==> src/hdl/hse_pkg.sv <==
// ----------------------------------------------------------------------------
// hse_pkg
// Shared sizes for the heap sort engine: store depth and index widths.
// ----------------------------------------------------------------------------
package hse_pkg;

   localparam int DEPTH  = 64;
   localparam int ADDR_W = $clog2(DEPTH);
   localparam int CNT_W  = $clog2(DEPTH + 1);
   localparam int VAL_W  = 32;

   // child index needs one bit more than the element count
   localparam int IDX_W  = CNT_W + 1;

   typedef logic signed [VAL_W-1:0] value_type;
   typedef logic [ADDR_W-1:0]       addr_type;
   typedef logic [CNT_W-1:0]        count_type;

endpackage

==> src/hdl/heap_sort_engine.sv <==
// ----------------------------------------------------------------------------
// heap_sort_engine
// Batch heap sort of signed 32-bit values held in one two-read-port store.
// ----------------------------------------------------------------------------
// Usage:
//  - req_ channel: one value per item, req_last_item closes the batch. The
//    store keeps up to DEPTH (64) values; later items of the same batch are
//    dropped and the batch is flagged.
//  - after the last item req_ready stays low while the batch is sorted in
//    the store: heap build, then root extraction. One sift level reads both
//    children, then compares and writes back.
//  - rsp_ channel: the batch comes out in ascending order, final flag on the
//    last one, overflow on every result of a flagged batch. Each result
//    goes through a store read, an output load and a handshake; a stalled
//    receiver simply holds the output register.
//  - a new batch is taken after the final result is accepted.
//  - reset empties the batch and returns to loading; store contents are
//    left as they are and never used before being written again.
// ----------------------------------------------------------------------------
module heap_sort_engine (
   input  logic                clock,
   input  logic                reset,
   input  logic                req_valid,
   output logic                req_ready,
   input  hse_pkg::value_type  req_value,
   input  logic                req_last_item,
   output logic                rsp_valid,
   input  logic                rsp_ready,
   output hse_pkg::value_type  rsp_sorted_value,
   output logic                rsp_final_flag,
   output logic                rsp_overflow
);
   import hse_pkg::*;

   typedef enum logic [3:0] {
      ST_LOAD,
      ST_BUILD_RD,
      ST_BUILD_GET,
      ST_SIFT_RD,
      ST_SIFT_CMP,
      ST_SIFT_END,
      ST_EXT_RD,
      ST_EXT_SWAP,
      ST_OUT_RD,
      ST_OUT_LOAD,
      ST_OUT_HOLD
   } state_type;

   state_type state_ff;
   count_type cnt_ff;
   logic      dropped_ff;
   logic      extract_ff;
   count_type par_ff;
   addr_type  ext_ff;
   addr_type  node_ff;
   count_type size_ff;
   value_type cur_ff;
   addr_type  out_idx_ff;
   logic      rsp_valid_ff;
   value_type rsp_value_ff;
   logic      rsp_final_ff;
   logic      rsp_overflow_ff;

   // element store, two read ports with registered data
   value_type store_mem [DEPTH];
   value_type rd_a_ff;
   value_type rd_b_ff;
   logic      mem_we;
   addr_type  mem_wa;
   value_type mem_wd;
   addr_type  ra_a;
   addr_type  ra_b;

   always_ff @(posedge clock) begin
      if (mem_we) begin
         store_mem[mem_wa] <= mem_wd;
      end
      rd_a_ff <= store_mem[ra_a];
      rd_b_ff <= store_mem[ra_b];
   end

   logic       req_fire;
   logic       has_room;
   count_type  cnt_next;
   logic [IDX_W-1:0] l_idx;
   logic [IDX_W-1:0] r_idx;
   logic       l_ok;
   logic       r_ok;
   logic       take_l;
   logic       take_r;
   value_type  big_val;
   logic       out_final;

   assign req_ready = (state_ff == ST_LOAD);
   assign req_fire  = req_valid && req_ready;
   assign has_room  = (cnt_ff < CNT_W'(DEPTH));
   assign cnt_next  = has_room ? cnt_ff + 1'b1 : cnt_ff;

   assign l_idx = {{(IDX_W-ADDR_W-1){1'b0}}, node_ff, 1'b1};
   assign r_idx = l_idx + 1'b1;
   assign l_ok  = (l_idx < {1'b0, size_ff});
   assign r_ok  = (r_idx < {1'b0, size_ff});

   // pick the larger child, left first as in a swap-based sift
   assign take_l  = (cur_ff < rd_a_ff);
   assign big_val = take_l ? rd_a_ff : cur_ff;
   assign take_r  = r_ok && (big_val < rd_b_ff);

   assign out_final = ((CNT_W'(out_idx_ff) + 1'b1) == cnt_ff);

   always_comb begin
      mem_we = 1'b0;
      mem_wa = node_ff;
      mem_wd = cur_ff;
      ra_a   = l_idx[ADDR_W-1:0];
      ra_b   = r_idx[ADDR_W-1:0];
      case (state_ff)
         ST_LOAD: begin
            mem_we = req_fire && has_room;
            mem_wa = cnt_ff[ADDR_W-1:0];
            mem_wd = req_value;
         end
         ST_BUILD_RD: begin
            ra_a = ADDR_W'(par_ff - 1'b1);
         end
         ST_SIFT_RD: begin
            // bottom reached: drop the moving value into the hole
            mem_we = !l_ok;
         end
         ST_SIFT_CMP: begin
            mem_we = 1'b1;
            if (take_r) begin
               mem_wd = rd_b_ff;
            end else if (take_l) begin
               mem_wd = rd_a_ff;
            end
         end
         ST_EXT_RD: begin
            ra_a = '0;
            ra_b = ext_ff;
         end
         ST_EXT_SWAP: begin
            mem_we = 1'b1;
            mem_wa = ext_ff;
            mem_wd = rd_a_ff;
         end
         ST_OUT_RD: begin
            ra_a = out_idx_ff;
         end
         default: begin
         end
      endcase
   end

   always_ff @(posedge clock) begin
      if (reset) begin
         state_ff     <= ST_LOAD;
         cnt_ff       <= '0;
         dropped_ff   <= 1'b0;
         rsp_valid_ff <= 1'b0;
      end else begin
         case (state_ff)
            ST_LOAD: begin
               if (req_fire) begin
                  cnt_ff <= cnt_next;
                  if (!has_room) begin
                     dropped_ff <= 1'b1;
                  end
                  if (req_last_item) begin
                     out_idx_ff <= '0;
                     extract_ff <= 1'b0;
                     par_ff     <= cnt_next >> 1;
                     if (cnt_next < CNT_W'(2)) begin
                        state_ff <= ST_OUT_RD;
                     end else begin
                        state_ff <= ST_BUILD_RD;
                     end
                  end
               end
            end
            ST_BUILD_RD: begin
               state_ff <= ST_BUILD_GET;
            end
            ST_BUILD_GET: begin
               cur_ff   <= rd_a_ff;
               node_ff  <= ADDR_W'(par_ff - 1'b1);
               size_ff  <= cnt_ff;
               state_ff <= ST_SIFT_RD;
            end
            ST_SIFT_RD: begin
               state_ff <= l_ok ? ST_SIFT_CMP : ST_SIFT_END;
            end
            ST_SIFT_CMP: begin
               if (take_r) begin
                  node_ff  <= r_idx[ADDR_W-1:0];
                  state_ff <= ST_SIFT_RD;
               end else if (take_l) begin
                  node_ff  <= l_idx[ADDR_W-1:0];
                  state_ff <= ST_SIFT_RD;
               end else begin
                  state_ff <= ST_SIFT_END;
               end
            end
            ST_SIFT_END: begin
               if (!extract_ff) begin
                  if (par_ff > CNT_W'(1)) begin
                     par_ff   <= par_ff - 1'b1;
                     state_ff <= ST_BUILD_RD;
                  end else begin
                     extract_ff <= 1'b1;
                     ext_ff     <= ADDR_W'(cnt_ff - 1'b1);
                     state_ff   <= ST_EXT_RD;
                  end
               end else if (ext_ff > ADDR_W'(1)) begin
                  ext_ff   <= ext_ff - 1'b1;
                  state_ff <= ST_EXT_RD;
               end else begin
                  state_ff <= ST_OUT_RD;
               end
            end
            ST_EXT_RD: begin
               state_ff <= ST_EXT_SWAP;
            end
            ST_EXT_SWAP: begin
               // old root goes to the end, old end value sifts from the root
               cur_ff   <= rd_b_ff;
               node_ff  <= '0;
               size_ff  <= CNT_W'(ext_ff);
               state_ff <= ST_SIFT_RD;
            end
            ST_OUT_RD: begin
               state_ff <= ST_OUT_LOAD;
            end
            ST_OUT_LOAD: begin
               rsp_valid_ff    <= 1'b1;
               rsp_value_ff    <= rd_a_ff;
               rsp_final_ff    <= out_final;
               rsp_overflow_ff <= dropped_ff;
               state_ff        <= ST_OUT_HOLD;
            end
            ST_OUT_HOLD: begin
               if (rsp_ready) begin
                  rsp_valid_ff <= 1'b0;
                  if (rsp_final_ff) begin
                     cnt_ff     <= '0;
                     dropped_ff <= 1'b0;
                     state_ff   <= ST_LOAD;
                  end else begin
                     out_idx_ff <= out_idx_ff + 1'b1;
                     state_ff   <= ST_OUT_RD;
                  end
               end
            end
            default: begin
               state_ff <= ST_LOAD;
            end
         endcase
      end
   end

   assign rsp_valid        = rsp_valid_ff;
   assign rsp_sorted_value = rsp_value_ff;
   assign rsp_final_flag   = rsp_final_ff;
   assign rsp_overflow     = rsp_overflow_ff;

   a_valid_only_in_hold: assert property (@(posedge clock) disable iff (reset)
      rsp_valid |-> (state_ff == ST_OUT_HOLD))
      else $error("result valid outside output hold");

   a_no_load_during_output: assert property (@(posedge clock) disable iff (reset)
      !(req_ready && rsp_valid))
      else $error("loading while a result is pending");

   a_count_bounded: assert property (@(posedge clock) disable iff (reset)
      cnt_ff <= CNT_W'(DEPTH))
      else $error("element count above store depth");

   a_batch_cleared: assert property (@(posedge clock) disable iff (reset)
      (rsp_valid && rsp_ready && rsp_final_flag) |=>
         (cnt_ff == '0) && !dropped_ff && req_ready)
      else $error("batch not cleared after final result");

endmodule
==> config.mk <==
export PLATFORM = sky130hd
export DESIGN_NAME = heap_sort_engine
export DESIGN_NICKNAME = d
export VERILOG_FILES = /design/src/hdl/hse_pkg.sv /design/src/hdl/heap_sort_engine.sv
export SDC_FILE = /design/constraint.sdc
export NUM_CORES = 2
export LEC_CHECK = 0
export BUFFER_PORTS_ARGS = -buffer_cell sky130_fd_sc_hd__buf_2
export CAP_MARGIN = 20
export CORE_MARGIN = 5
export CORE_UTILIZATION = 40
export CTS_BUF_LIST = sky130_fd_sc_hd__clkbuf_8
export CTS_CLUSTER_SIZE = 10
export DETAILED_ROUTE_END_ITERATION = 8
export PLACE_DENSITY = 0.62
export SYNTH_ARGS = -nofsm -noshare
export SYNTH_HDL_FRONTEND = slang
export SYNTH_SLANG_ARGS = --single-unit
==> constraint.sdc <==
create_clock -name clock -period 6.7 [get_ports clock]
set_clock_uncertainty 0.05 [all_clocks]
set_input_delay 1.34 -clock clock [delete_from_list [all_inputs] [get_ports clock]]
set_output_delay 1.34 -clock clock [all_outputs]
set_load 0.03 [all_outputs]
==> metrics.txt <==
Inserted Clock Buffers 363; # port buffers 72; Die Y 533.2 µm; placed cell areas 0.1156 mm²; GP Congestion 0.9113; Syn Nets 8,060; CTS tree yes; max cap viols 0; top cells by count, synth edfxtp_1 (2,147), nand2_1 (1,182), a211oi_1 (740); Clk pin slew, worst setup/hold paths 0.06 ns; Synth Instances 7,941; Most common cell on crit path o21ai_0; Rel. slew slack 13.53%; Highest Clock Rate 154.5 MHz; number of fill cells 24,050; Synth Cell Area 0.1095 mm²; Register-to-Register Setup Slack 0.23 ns; Post-DRT Antenna Nets 0; placed insts 11,190; CP Cell Sequence ha_1, a21oi_1, o21ai_0, a221o_1, o21ai_0, nand3_2, buf_12, mux2_2, ha_1, a21o_1, a211oi_1, o21ai_0, a211o_1, nand4_1, a31oi_1, or4_2, buf_12, mux2_4, nand3_2, buf_4; Fin. Hold Viols 0; post-synth top area share 58.89%; Chip Width 533.2 µm; residual DRC count 0; Pre-antenna DRT Iters 8; post-synthesis sequential area ratio 60.30%; post-detail-place hpwl 207,700 µm; Crit path depth 20; setup_tns 0 ns; clk_lat worst skew 1.00 ns; kind of capture point of the worst setup path register; slowest library cell on the worst path or4_2; Worst path max stage delay 0.68 ns; RSZ-0062 raised after global routing no; number of synthesized flops with an enable pin 2,147; outcome completed; 1st-iter DRT viols 10,180; pin count of the biggest net entering global routing 145; post-route design area 0.1222 mm²; vias in the first global route 73,990; global-route wire length before repair 512,400 µm; ys flop type edfxtp_1; most common cell in the netlist edfxtp_1; Routed WL 357,200 µm; fin cells 11,840; Initial Utilization 40.08%; routed vias 76,410; fin crit share 96.61%; Leak Pwr 41.86 nW; main area contributors after synthesis edfxtp_1 (59%), mux4_2 (11%), a211oi_1 (5.1%); Synth Warn # 0; Async S/R FF share, synth 0%; Crit path required time 7.31 ns; drt wl/cell 30.16 µm; reg2reg end store_mem[53][6]; Root Buffer clkbuf_8; CP Launch Type register; CP Buf/Inv Count 3; H-tree levels 5; library cells used by synthesis 74; nets 8,089; VDD IR max 0.3688 mV; share of cells above drive strength 1 18.63%; worst hold slack 0.4168 ns; worst path arrival time 7.08 ns; critical path type reg2reg; PD cells 420.4 mW/mm²; clk sinks 2,224; GR Overflow Total 0; P&R area growth vs syn 11.61%; gr usage total 24.12%; most area-hungry cell type in the Yosys netlist edfxtp_1; initial antenna violation count 22; Critical Path Sink store_mem[53][6]; post-layout minimum cycle time 6.473 ns; die outline area 0.2843 mm²; row cnt 192; CP startpoint cur_ff[19]; # setup viols final 0; worst reg2reg startpoint cur_ff[19]; Hold Crit Depth 2; Yosys reg bits 2,224; Synth Area per Inst 13.79 µm²; vias per cell 6.452; CP Max Fanout 64; R2R depth 20; CTS Buffer Depth 4; Largest delay share family, worst path compound AO/OA/AOI/OAI gates; Least-Margin Pin Slew 1.297 ns; Design Power 51.38 mW; Core Region 0.2731 mm²; io pins 73; worst hold path class reg2reg; max-slew violations 0
layer usage:
layer	GRT usage (%)	share of wire [%]
met3	5.513	12
met2	37.52	46
met5	0	0.015
met1	32.99	39
met4	9.417	3.9
flip-flops by register name, summed over array words and instances, names as in the netlist:
signal            flops
par_ff                7
store_mem          2048
ext_ff                6
cnt_ff                7
rd_a_ff              32
out_idx_ff            6
size_ff               7
dropped_ff            1
state_ff              4
rsp_valid             1
cur_ff               32
rsp_final_flag        1
rsp_overflow          1
rsp_sorted_value     32
rd_b_ff              32
node_ff               6
extract_ff            1
worst min-delay path by stage:
stage	endpoint	slack [ns]	from
6_report	rsp_valid	0.42	rsp_valid
3_3_place_gp	rsp_sorted_value[31]	0.39	rd_a_ff[31]
3_5_place_dp	rsp_overflow	0.40	dropped_ff
4_1_cts	rsp_sorted_value[31]	0.41	rd_a_ff[31]
5_1_grt	rsp_sorted_value[31]	0.41	rd_a_ff[31]
2_1_floorplan	rsp_overflow	0.35	dropped_ff
timing repair:
action,CTS,global route
resized for setup,0,2
setup buffers,0,0
endpoints found under the setup margin,0,128
endpoints found under the hold margin,0,0
hold buffers,0,0
stage by stage:
stage	utilization (%)	setup WS, ns
2_1_floorplan	-	0.6316
3_3_place_gp	42.30	0.3212
3_5_place_dp	42.32	0.3236
4_1_cts	44.73	0.2568
5_1_grt	44.73	0.004765
6_report	44.74	0.2272
cells by family (layout without fill, tap and decap cells):
kind of cell	after synthesis	count (layout)	share of synthesized area, %
compound gates	1713	1713	11.09
xor+xnor	34	34	0.2720
fa+ha+maj	82	82	0.9371
buf+inv	815	1122	3.115
flops	2224	2224	60.30
mux	1062	1062	15.74
other cells	0	6	0
simple gates	2011	2011	8.554
area by class of cell:
class | instances | area [µm²] | area share [%]
multi-input combinational | 4902 | 40710 | 33.31
antenna | 6 | 15.01 | 0.01229
sequential | 2224 | 66010 | 54.02
clock buffer | 374 | 5147 | 4.213
tap | 3589 | 4491 | 3.675
timing repair buffer | 397 | 4084 | 3.342
clock inverter | 269 | 1429 | 1.169
inverter | 82 | 307.8 | 0.2519
layout by cell type, fill, tap and decap left out, types with 31 or more instances in the layout:
cell / instances
nand3_2: 32
a211oi_1: 740
mux2i_1: 483
a311oi_1: 256
ha_1: 82
mux2_2: 31
buf_12: 102
a21oi_1: 291
o21ai_0: 56
and3_1: 516
clkbuf_8: 374
clkinv_2: 41
a31oi_1: 261
a222oi_1: 35
mux4_2: 512
nor2_1: 64
clkinv_1: 80
buf_2: 72
inv_1: 203
dfxtp_1: 77
edfxtp_1: 2147
nand2_1: 1181
nand3_1: 60
mux2_4: 31
nor2_4: 66
buf_4: 220
worst reg2reg max path, cell delays in order, from the launching register on:
cell and delay [ns]:
edfxtp_1 0.42, ha_1 0.35, a21oi_1 0.16, o21ai_0 0.19, a221o_1 0.36, o21ai_0 0.37
nand3_2 0.32, buf_12 0.26, mux2_2 0.32, ha_1 0.31, a21o_1 0.19, a211oi_1 0.24
o21ai_0 0.19, a211o_1 0.34, nand4_1 0.12, a31oi_1 0.05, or4_2 0.68, buf_12 0.21
mux2_4 0.35, nand3_2 0.07, buf_4 0.51
power by group:
part / internal, mW / switching [mW] / total, mW
clock network: 5.60 / 5.53 / 11.1
logic: 6.21 / 14.6 / 20.8
registers: 18.9 / 0.574 / 19.5
No activity file was read; power rests on OpenSTA's default activity.
